### config.mk
export PLATFORM = sky130hd
export DESIGN_NAME = hgb_div
export DESIGN_NICKNAME = d
export VERILOG_FILES = /design/src/design/hgb_pkg.sv /design/src/design/hgb_div.sv
export SDC_FILE = /design/constraint.sdc
export NUM_CORES = 1
export LEC_CHECK = 0
export BUFFER_PORTS_ARGS = -buffer_cell sky130_fd_sc_hd__buf_2
export CAP_MARGIN = 0
export CORE_AREA = 2 2 194 196
export DETAILED_ROUTE_END_ITERATION = 16
export DIE_AREA = 0 0 196 198
export HOLD_SLACK_MARGIN = 0.1
export PLACE_DENSITY = 0.61
export SLEW_MARGIN = 20
export SYNTH_ARGS = -nofsm -noshare
export SYNTH_HDL_FRONTEND = slang
export SYNTH_SLANG_ARGS = --single-unit
### constraint.sdc
create_clock -name clk -period 13.9 [get_ports clk]
set_input_delay 3.475 -clock clk [delete_from_list [all_inputs] [get_ports clk]]
set_output_delay 3.475 -clock clk [all_outputs]
set_load 0.01 [all_outputs]
### src/design/hgb_pkg.sv
// Package for the HDR gamma blend pixel block: beat types, register codes and gamma tables.
package hgb_pkg;

    // Linear light, unsigned Q1.13, one = 8192
    localparam int unsigned LIN_W  = 14;
    localparam int unsigned HDR_W  = 16;
    localparam int unsigned IW_W   = 13;
    localparam int unsigned NUM_CH = 3;
    localparam logic [LIN_W-1:0] Q_ONE = 14'd8192;

    // Divider: quotient width and the stages it is spread over
    localparam int unsigned DIV_Q_W    = 16;
    localparam int unsigned DIV_STAGES = 4;
    // Encoder: binary search over the table, stages it is spread over
    localparam int unsigned ENC_BITS   = 8;
    localparam int unsigned ENC_STAGES = 2;

    // Register reset values
    localparam logic [1:0]      MODE_RESET  = 2'd0;
    localparam logic [HDR_W-1:0] RED_RESET   = 16'd13107;
    localparam logic [HDR_W-1:0] GREEN_RESET = 16'd11469;
    localparam logic [HDR_W-1:0] BLUE_RESET  = 16'd6554;
    localparam logic [IW_W-1:0]  IW_RESET    = 13'd1024;

    typedef enum logic [2:0] {
        CFG_BLEND_MODE  = 3'd0,
        CFG_HDR_RED     = 3'd1,
        CFG_HDR_GREEN   = 3'd2,
        CFG_HDR_BLUE    = 3'd3,
        CFG_IMAGE_WIDTH = 3'd4
    } cfg_idx_t;

    typedef enum logic [1:0] {
        MODE_LERP       = 2'd0,
        MODE_LERP_CLAMP = 2'd1,
        MODE_PREMUL     = 2'd2
    } blend_mode_t;

    typedef struct packed {
        logic [7:0]  in_red;
        logic [7:0]  in_green;
        logic [7:0]  in_blue;
        logic [7:0]  in_alpha;
        logic [11:0] column;
    } pix_in_t;

    typedef struct packed {
        logic [7:0] out_red;
        logic [7:0] out_green;
        logic [7:0] out_blue;
        logic [7:0] out_alpha;
        logic [7:0] clip_red;
        logic [7:0] clip_green;
        logic [7:0] clip_blue;
        logic       over_range;
    } pix_out_t;

    typedef logic [LIN_W-1:0] lin_t;
    typedef lin_t lin_tab_t [256];

    // Four truncating Q1.31 multiplies
    function automatic logic [63:0] fifth_pow(logic [63:0] y);
        logic [63:0] p;
        p = y;
        for (int i = 0; i < 4; i++)
        begin
            p = (p * y) >> 31;
        end
        return p;
    endfunction

    // (b/255)^2.2 in Q1.31: square times fifth root
    function automatic logic [63:0] gamma_d(int unsigned b);
        logic [63:0] r;
        logic [63:0] sq;
        logic [63:0] lo;
        logic [63:0] hi;
        logic [63:0] mid;
        r  = (64'(b) << 31) / 64'd255;
        sq = ((64'(b) * 64'(b)) << 31) / 64'd65025;
        lo = 64'd0;
        hi = 64'd1 << 31;
        for (int it = 0; it < 40; it++)
        begin
            if (lo < hi)
            begin
                mid = (lo + hi + 64'd1) >> 1;
                if (fifth_pow(mid) <= r)
                    lo = mid;
                else
                    hi = mid - 64'd1;
            end
        end
        return (sq * lo) >> 31;
    endfunction

    // Decode: round to Q1.13
    function automatic lin_tab_t build_dec_tab();
        lin_tab_t t;
        for (int b = 0; b < 256; b++)
        begin
            t[b] = LIN_W'((gamma_d(b) + (64'd1 << 17)) >> 18);
        end
        return t;
    endfunction

    // Encode thresholds: smallest Q1.13 value that reaches each code
    function automatic lin_tab_t build_enc_tab();
        lin_tab_t t;
        for (int b = 0; b < 256; b++)
        begin
            t[b] = LIN_W'((gamma_d(b) + (64'd1 << 18) - 64'd1) >> 18);
        end
        return t;
    endfunction

    localparam lin_tab_t DEC_TAB = build_dec_tab();
    localparam lin_tab_t ENC_TAB = build_enc_tab();

endpackage

### src/design/hgb_div.sv
// Pipelined restoring divider: quotient bits split evenly over the divider stages.
module hgb_div #(
    parameter int unsigned DEN_W = 13
) (
    input  logic                               clk,
    input  logic                               en,
    input  logic [DEN_W+hgb_pkg::DIV_Q_W-1:0]  num,
    input  logic [DEN_W-1:0]                   den,
    output logic [hgb_pkg::DIV_Q_W-1:0]        quo
);
    import hgb_pkg::*;

    localparam int unsigned STEP = DIV_Q_W / DIV_STAGES;

    logic [DEN_W-1:0]   rem_reg  [DIV_STAGES];
    logic [DIV_Q_W-1:0] lq_reg   [DIV_STAGES];
    logic [DEN_W-1:0]   rem_next [DIV_STAGES];
    logic [DIV_Q_W-1:0] lq_next  [DIV_STAGES];
    logic [DEN_W-1:0]   rem_in   [DIV_STAGES];
    logic [DIV_Q_W-1:0] lq_in    [DIV_STAGES];

    // Feed each stage from the one before, the first from the numerator
    assign rem_in[0] = num[DEN_W+DIV_Q_W-1:DIV_Q_W];
    assign lq_in[0]  = num[DIV_Q_W-1:0];
    for (genvar s = 1; s < DIV_STAGES; s++)
    begin : g_link
        assign rem_in[s] = rem_reg[s-1];
        assign lq_in[s]  = lq_reg[s-1];
    end

    // Shift, trial subtract, set the quotient bit
    for (genvar s = 0; s < DIV_STAGES; s++)
    begin : g_stage
        always_comb
        begin
            logic [DEN_W-1:0]   rem;
            logic [DIV_Q_W-1:0] lq;
            logic [DEN_W:0]     trial;
            rem = rem_in[s];
            lq  = lq_in[s];
            for (int k = 0; k < STEP; k++)
            begin
                trial = {rem, lq[DIV_Q_W-1]};
                lq    = {lq[DIV_Q_W-2:0], 1'b0};
                if (trial >= {1'b0, den})
                begin
                    rem   = DEN_W'(trial - {1'b0, den});
                    lq[0] = 1'b1;
                end
                else
                begin
                    rem = trial[DEN_W-1:0];
                end
            end
            rem_next[s] = rem;
            lq_next[s]  = lq;
        end

        // Hold on stall
        always_ff @(posedge clk)
        begin
            if (en)
            begin
                rem_reg[s] <= rem_next[s];
                lq_reg[s]  <= lq_next[s];
            end
        end
    end

    assign quo = lq_reg[DIV_STAGES-1];

endmodule

==> results.md <==
- Status: complete, no violations
- Cells after Synth: 1693
- Initial antenna violation count: 0
- Setup repair bufs after CTS: 0
- Filler cells: 3672
- GP Congestion: 0.9459
- Ranking of synthesized cells by area: edfxtp_1, ha_1, mux2_2, xnor2_1, a21oi_1
- DRC Markers: 0
- Worst setup EP type: flop
- Vias per inst: 5.871
- Nets@finish: 2041
- Multi-input gate area: 11170 um2
- Final Max Tran Viols: 0
- Max reg flops: 64
- Yosys cell types: 86
- Vias after detailed routing: 13230
- Max Root-Sink Buffers: 2
- Share of the synthesized area in the top cell type: 20.82%
- Final setup skew: 10.17 ps
- Worst slew margin: 39.87%
- Commonest non-fill, non-tap cell in the layout: ha_1
- Setup violators final: 0
- 1st-iter DRT viols: 866
- Slew @ Worst Pin: 902.0 ps
- Core Footprint: 36960 um2
- Syn_area_per_cell: 8.775 um2
- Worst Path Max Fanout: 16
- Area grow syn2layout: 8.843%
- CP max stage cell: o32ai_1
- Ys Warns: 0
- Die area: 38810 um2
- Number of synthesized flops with an enable pin: 103
- 1st-pass router iterations: 6
- Tmin final: 13020 ps
- Clock-pin slew on the worst setup and hold paths: 90 ps
- TNS Setup: 0 ps
- Fmax: 76.79 MHz
- Routed Antenna Nets: 0
- Startpoint types: primary input
- RSZ-0062 raised after global routing: no
- Global-route wire length before repair: 67450 um
- FF/Latch Area: 3093 um2
- Die height: 198 um
- Utilization after layout: 43.76%
- Final Cycle Share: 93.68%
- Final HPWL from detailed placement: 34760 um
- Register area share after synthesis: 20.82%
- Leading area contributor after synthesis: edfxtp_1
- Largest net degree at the start of global routing: 67
- Async S/R FF share, synth: 0%
- Routed WL: 43090 um
- CP arrival: 13120 ps
- Main synth FF type: edfxtp_1
- Worst EP required: 14000 ps
- Most frequent cells in the layout: ha_1, a21oi_1, nor2_1
- Most used cell, CP: o21ai_0
- TritonCTS clock tree: yes
- Clk root buf: clkbuf_16
- Synthesized cell area: 14860 um2
- #FFs+latches synth: 103
- Antenna diode count: 0
- GRT Total Usage: 22.06%
- Congestion Overflow GR: 0
- Die W: 196 um
- Starting Density: 40.20%
- Share of post-route cells with drive strength above 1: 14.11%
- Rows: 71
- Number of buffers added on ports: 59
- Max-cap violations: 0
- Max incr delay on CP: 550 ps
- Syn nets: 1960
- CTS Buf Count: 9
- Number of global-route vias before repair: 12560
- Fin. Hold Viols: 0
- Drt wl/cell: 19.13 um
- Clock latency on the worst-skew pair: 380 ps
- CTS H-tree lvls: 3
- CTS sink cnt: 103
- Worst min path class: reg2reg
- Ports: 60
- Crit path kind: in2reg
## logic make-up (layout without fill, tap and decap cells)
family,Yosys count,in the layout,share of synthesized area [%]
AO/OA/AOI/OAI,501,501,22.91
XOR/XNOR,130,130,7.664
buffers and inverters,138,224,4.017
multiplexers,119,119,9.112
flip-flops,103,103,20.82
adder cells (fa/ha/maj),223,223,19.54
AND/OR/NAND/NOR,479,479,15.94
## timing repair
item / in CTS / in global routing
gates resized for setup: 0 / 2
hold buffers: 0 / 0
setup endpoints to repair: 0 / 1
## area by class of cell
class	count	area share [%]
multi-input combinational	1452	69.06
sequential	103	19.13
tap	474	3.668
timing repair buffer	98	3.652
inverter	110	2.553
clock buffer	9	1.393
clock inverter	7	0.5494
## critical path, delay by kind of cell
| family | cells | cell delay (ps) |
|---|---|---|
| fa+ha+maj | 4 | 1360 |
| simple gates | 9 | 1810 |
| buf+inv | 5 | 1260 |
| mux | 3 | 770 |
| compound gates | 17 | 4420 |
## final timing paths
| check | from | endpoint | slack [ps] | cells past startpoint |
|---|---|---|---|---|
| max reg2reg | lq_reg[2][15] | lq_reg[3][0] | 3940 | 38 |
| max | den[1] | lq_reg[3][0] | 880 | 38 |
| min reg2reg | lq_reg[2][6] | lq_reg[3][10] | 420 | 0 |
| min | lq_reg[2][6] | lq_reg[3][10] | 420 | 0 |
## routing by layer
layer | wire length [um] | GRT usage (%) | vias to the layer above
met3 | 1652 | 2.197 | 77
met5 | 0 | 0 | -
met4 | 1582 | 8.951 | 0
met2 | 20300 | 38.04 | 372
li1 | - | - | 6557
met1 | 19550 | 28.31 | 6222
## synthesized netlist by cell type (all sizes together), types with 31 or more instances
library cell	instances
nor2b	32
ha	208
nand4	31
nor2	127
edfxtp	103
o21ai	112
nand2	101
inv	110
a21o	47
nor3	36
xor2	39
a21oi	136
nand3	53
xnor2	91
mux2	94
## per-stage QoR
step | hold slack, ps | setup slack (ps) | instances | instance area, um2
after floorplan | 400.3 | 1079 | 1693 | 14860
after global placement | 400.2 | 476.5 | 2237 | 15860
after detailed placement | 405.9 | 402.0 | 2237 | 15860
after CTS | 426.8 | 755.5 | 2253 | 16170
after global routing | 434.5 | 49.57 | 2253 | 16170
final | 421.6 | 878.2 | 2253 | 16170
Power is left out: the tool's default activity adds up to more than one toggle a clock period on the data nets, which glitch-free logic cannot reach.
