===== src/design/hgb_pkg.sv =====
// Package for the HDR gamma blend pixel block: beat types, register codes and gamma tables.
package hgb_pkg;

    // Linear light, unsigned Q1.13, one = 8192
    localparam int unsigned LIN_W  = 14;
    localparam int unsigned HDR_W  = 16;
    localparam int unsigned IW_W   = 13;
    localparam int unsigned NUM_CH = 3;
    localparam logic [LIN_W-1:0] Q_ONE = 14'd8192;

    // Divider: quotient width and the stages it is spread over
    localparam int unsigned DIV_Q_W    = 16;
    localparam int unsigned DIV_STAGES = 4;
    // Encoder: binary search over the table, stages it is spread over
    localparam int unsigned ENC_BITS   = 8;
    localparam int unsigned ENC_STAGES = 2;

    // Register reset values
    localparam logic [1:0]      MODE_RESET  = 2'd0;
    localparam logic [HDR_W-1:0] RED_RESET   = 16'd13107;
    localparam logic [HDR_W-1:0] GREEN_RESET = 16'd11469;
    localparam logic [HDR_W-1:0] BLUE_RESET  = 16'd6554;
    localparam logic [IW_W-1:0]  IW_RESET    = 13'd1024;

    typedef enum logic [2:0] {
        CFG_BLEND_MODE  = 3'd0,
        CFG_HDR_RED     = 3'd1,
        CFG_HDR_GREEN   = 3'd2,
        CFG_HDR_BLUE    = 3'd3,
        CFG_IMAGE_WIDTH = 3'd4
    } cfg_idx_t;

    typedef enum logic [1:0] {
        MODE_LERP       = 2'd0,
        MODE_LERP_CLAMP = 2'd1,
        MODE_PREMUL     = 2'd2
    } blend_mode_t;

    typedef struct packed {
        logic [7:0]  in_red;
        logic [7:0]  in_green;
        logic [7:0]  in_blue;
        logic [7:0]  in_alpha;
        logic [11:0] column;
    } pix_in_t;

    typedef struct packed {
        logic [7:0] out_red;
        logic [7:0] out_green;
        logic [7:0] out_blue;
        logic [7:0] out_alpha;
        logic [7:0] clip_red;
        logic [7:0] clip_green;
        logic [7:0] clip_blue;
        logic       over_range;
    } pix_out_t;

    typedef logic [LIN_W-1:0] lin_t;
    typedef lin_t lin_tab_t [256];

    // Four truncating Q1.31 multiplies
    function automatic logic [63:0] fifth_pow(logic [63:0] y);
        logic [63:0] p;
        p = y;
        for (int i = 0; i < 4; i++)
        begin
            p = (p * y) >> 31;
        end
        return p;
    endfunction

    // (b/255)^2.2 in Q1.31: square times fifth root
    function automatic logic [63:0] gamma_d(int unsigned b);
        logic [63:0] r;
        logic [63:0] sq;
        logic [63:0] lo;
        logic [63:0] hi;
        logic [63:0] mid;
        r  = (64'(b) << 31) / 64'd255;
        sq = ((64'(b) * 64'(b)) << 31) / 64'd65025;
        lo = 64'd0;
        hi = 64'd1 << 31;
        for (int it = 0; it < 40; it++)
        begin
            if (lo < hi)
            begin
                mid = (lo + hi + 64'd1) >> 1;
                if (fifth_pow(mid) <= r)
                    lo = mid;
                else
                    hi = mid - 64'd1;
            end
        end
        return (sq * lo) >> 31;
    endfunction

    // Decode: round to Q1.13
    function automatic lin_tab_t build_dec_tab();
        lin_tab_t t;
        for (int b = 0; b < 256; b++)
        begin
            t[b] = LIN_W'((gamma_d(b) + (64'd1 << 17)) >> 18);
        end
        return t;
    endfunction

    // Encode thresholds: smallest Q1.13 value that reaches each code
    function automatic lin_tab_t build_enc_tab();
        lin_tab_t t;
        for (int b = 0; b < 256; b++)
        begin
            t[b] = LIN_W'((gamma_d(b) + (64'd1 << 18) - 64'd1) >> 18);
        end
        return t;
    endfunction

    localparam lin_tab_t DEC_TAB = build_dec_tab();
    localparam lin_tab_t ENC_TAB = build_enc_tab();

endpackage


===== src/design/hgb_encode.sv =====
// Gamma encoder: binary search of the threshold table, a few code bits per stage.
module hgb_encode (
    input  logic                clk,
    input  logic                en,
    input  hgb_pkg::lin_t       lin,
    output logic [7:0]          code
);
    import hgb_pkg::*;

    localparam int unsigned STEP = ENC_BITS / ENC_STAGES;

    lin_t       v_reg    [ENC_STAGES];
    logic [7:0] n_reg    [ENC_STAGES];
    lin_t       v_in     [ENC_STAGES];
    logic [7:0] n_in     [ENC_STAGES];
    logic [7:0] n_next   [ENC_STAGES];

    assign v_in[0] = lin;
    assign n_in[0] = 8'd0;
    for (genvar s = 1; s < ENC_STAGES; s++)
    begin : g_link
        assign v_in[s] = v_reg[s-1];
        assign n_in[s] = n_reg[s-1];
    end

    for (genvar s = 0; s < ENC_STAGES; s++)
    begin : g_stage
        // Try each code bit from the top, keep it where the threshold is met
        always_comb
        begin
            logic [7:0] n;
            logic [7:0] cand;
            n = n_in[s];
            for (int k = 0; k < STEP; k++)
            begin
                cand = n | (8'd1 << (ENC_BITS - 1 - s * STEP - k));
                if (ENC_TAB[cand] <= v_in[s])
                    n = cand;
            end
            n_next[s] = n;
        end

        always_ff @(posedge clk)
        begin
            if (en)
            begin
                v_reg[s] <= v_in[s];
                n_reg[s] <= n_next[s];
            end
        end
    end

    assign code = n_reg[ENC_STAGES-1];

endmodule


===== config.mk =====
export PLATFORM = sky130hd
export DESIGN_NAME = hgb_encode
export DESIGN_NICKNAME = d
export VERILOG_FILES = /design/src/design/hgb_pkg.sv /design/src/design/hgb_encode.sv
export SDC_FILE = /design/constraint.sdc
export NUM_CORES = 1
export LEC_CHECK = 0
export BUFFER_PORTS_ARGS = -buffer_cell sky130_fd_sc_hd__buf_2
export CORE_ASPECT_RATIO = 0.9
export CORE_UTILIZATION = 60
export DETAILED_ROUTE_END_ITERATION = 10
export HOLD_SLACK_MARGIN = 0.08
export PLACE_DENSITY = 0.83
export SLEW_MARGIN = 10
export SYNTH_ARGS = -nofsm -noshare
export SYNTH_HDL_FRONTEND = slang
export SYNTH_SLANG_ARGS = --single-unit
export TNS_END_PERCENT = 30

===== constraint.sdc =====
create_clock -name clk -period 14.6 [get_ports clk]
set_clock_uncertainty 0.15 [all_clocks]
set_input_delay 1.46 -clock clk [delete_from_list [all_inputs] [get_ports clk]]
set_output_delay 1.46 -clock clk [all_outputs]
set_load 0.005 [all_outputs]

==> results.ini <==
[critical_path]
critPathKind = reg2reg
crit_path_start_kind = register
arrival_time_reported_for_the_critical_path_endpoint_ns = 13.31
critPathCaptureType = register
critical-path-slowest-cell = a211oi_1
setup_slack_reg_to_reg_ns = 1.26
timing.critical_path.mode_cell = ha_1
r2r_end = n_reg[0][8]
crit_path_max_incr_delay_ns = 0.58
timing.reg2reg.worst_path_depth = 51
critPathRequiredTime_ns = 14.58
crit_path_max_fanout = 43
worst_r2r_startpoint = n_reg[0][4]

[routing]
detail_route.wirelength_mm = 27.0
routed-via-count = 8170
routed_via_density = 7.59
drtIter0Drc = 1708
drt_pass1_iterations = 7
ant_nets = 0
detail_route.drc_violations = 0
wl_per_cell_um = 25.1

[floorplanning]
start_util_pct = 62.7
top_level_ports = 24
fp.dieArea_sq_mm = 0.0119
floorplan.rows = 36
die_w_um = 115
die_y_um = 104
core_sq_mm = 0.0110

[yosys]
syn-instance-count = 943
synth.avg_cell_area_sq_um = 7.31
synth_enable_flop_cells = 26
yosysWarnings = 0
ys_async_sr_fraction_pct = 0
flip_flop_and_latch_count_after_synthesis = 26
dominantRegCellSynth = edfxtp_1
synth.yosys.seq_area_share_pct = 11.3
synthesis.area_sq_mm = 0.00689
syn-num-nets = 1080
ys_types = 85

[timing]
finalCritPeriodShare_pct = 91.3
timing.setup.tns_ns = 0
unrepaired_setup_endpoints_after_global_routing = false
worstMarginPinSlew_ns = 0.877
max_slew_margin_pct = 41.3
setup_viol = 0
max_clock_freq_mhz = 75.0
finalHoldViolations = 0
timing_max_transition_violations_final = 0
fin_hold_ws_ns = 0.565
period_minus_slack_ns = 13.34

[worst_hold_path]
hold_path_depth = 0
hp_class = reg2reg
timing.hold.worst.start = n_reg[0][6]
whs_endpoint = n_reg[0][14]

[clock_network]
cts_tree = done
worstSkewPairLatency_ns = 0.25
cts_clk_pin_slew_worst_paths_ns = 0.06
cts-hold-fix-buffers = 0
clkSinkCount = 26
tritoncts_buffer_count = 3
cts-resized-gates = 0
number_of_buffers_inserted_by_post_cts_setup_repair = 0
clock_tree.buffer_depth = 2
clock_root_buffer = clkbuf_16
cts-htree-levels = 1

[pwr]
max-vdd-ir-drop_uv = 75.9
power.static_leakage_nw = 3.06
powerDensity_mw_per_mm2 = 82.1

[layout]
n_antenna_cell = 0
finish.utilization_pct = 65.1
final_cell_mix = 121 x ha_1, 100 x a21oi_1, 83 x nand2_1
flow.area_growth_from_synthesis_pct = 3.76
drive_above_1_share_pct = 9.20
layout_commonest_cell = ha_1
filler_cell_count = 997
largest_reg_flops = 14
final_net_count = 1063

[place]
dp_hpwl_mm = 19.3
io_buffers = 23
gp_routability_congestion = 1.03

[global_routing]
wire_length_of_the_first_global_routing_pass_mm = 42.2
largest_net_degree_at_the_start_of_global_routing = 77
first_global_vias = 7513
grt_overflow = 0
globalRouteTotalUtil_pct = 45.6
initial_antenna_violation_count = 0

[run_status]
status = completed

[job]
timing.max_cap.violations = 0

-- cells in the mapped netlist, types with 4 or more instances --
master | instances | area (sq um)
o211ai_1 | 15 | 113
a211oi_1 | 21 | 158
nor2_1 | 80 | 300
and3_1 | 5 | 31.3
buf_1 | 19 | 71.3
nand2_1 | 83 | 312
o311ai_0 | 6 | 52.6
nand4_1 | 13 | 81.3
nand3_1 | 30 | 150
a221oi_1 | 4 | 35.0
inv_1 | 54 | 203
a21oi_1 | 100 | 500
o21ai_0 | 74 | 370
a21o_1 | 18 | 135
or4_1 | 4 | 30.0
o41ai_1 | 4 | 35.0
buf_2 | 13 | 65.1
o31a_1 | 4 | 35.0
o221ai_1 | 6 | 52.6
nand2b_1 | 12 | 75.1
o21ai_1 | 6 | 30.0
mux2i_1 | 10 | 100
mux4_2 | 7 | 158
a211o_1 | 6 | 52.6
or3_1 | 5 | 31.3
a311oi_1 | 7 | 61.3
o22ai_1 | 9 | 56.3
clkbuf_1 | 32 | 120
edfxtp_1 | 26 | 781
o2bb2ai_1 | 5 | 43.8
nand3b_1 | 5 | 37.5
nor4_1 | 8 | 50.1
a31oi_1 | 18 | 113
ha_1 | 121 | 1510
nor3_1 | 21 | 105
mux2_2 | 4 | 45.0
o21a_1 | 5 | 37.5
-- logic make-up (layout without fill, tap and decap cells) --
logic type	Yosys count	count (layout)	share of synthesized area (%)
AO/OA/AOI/OAI	356	356	34.0
XOR/XNOR	1	1	0.127
adder cells (fa/ha/maj)	121	121	22.0
buffers and inverters	126	107	7.37
flip-flops	26	26	11.3
multiplexers	21	21	4.39
AND/OR/NAND/NOR	292	292	20.8
-- worst max-delay path: cells and delay by family, from the launching register on --
family / cells / cell delay (ns)
fa+ha+maj: 8 / 2.81
buf+inv: 7 / 2.17
flops: 1 / 0.32
compound gates: 24 / 4.80
simple gates: 12 / 2.92
-- layout make-up --
class                      count  area (sq um)  share of cell area [%]
tap                          152           190                    2.66
sequential                    26           781                    10.9
clock buffer                   3          75.1                    1.05
timing repair buffer          45           280                    3.92
inverter                      59           221                    3.10
multi-input combinational    791          5610                    78.4
-- per-stage QoR --
stage / std cells / power (mW) / area [sq um] / setup slack [ns]
after floorplan: 943 / 0.390 / 6890 / 2.97
after detailed placement: 1073 / 0.504 / 7080 / 1.88
after global routing: 1076 / 0.624 / 7150 / 0.734
final: 1076 / 0.587 / 7150 / 1.26
after global placement: 1073 / 0.504 / 7080 / 2.06
after CTS: 1076 / 0.564 / 7150 / 1.85
-- how the worst max path moves through the flow --
stage           startpoint  slack (ns)           to
3_3_place_gp   n_reg[0][4]        2.06  n_reg[0][8]
2_1_floorplan  n_reg[0][4]        2.97  n_reg[0][8]
4_1_cts        n_reg[0][4]        1.85  n_reg[0][8]
6_report       n_reg[0][4]        1.26  n_reg[0][8]
5_1_grt        n_reg[0][4]        0.73  n_reg[0][8]
3_5_place_dp   n_reg[0][4]        1.88  n_reg[0][8]
-- power breakdown --
group	internal, mW	switching, mW
Sequential	0.0897	0.00454
Combinational	0.148	0.287
Clock	0.0362	0.0221
Total	0.274	0.313
-- layer usage --
metal	GRT usage (%)	up-vias	wire, um
met5	0	-	0
met4	21.4	0	1720
met3	15.4	168	4320
met2	63.1	741	10600
met1	62.8	3697	10300
li1	-	3564	-
Power figures use the tool's default switching activity.
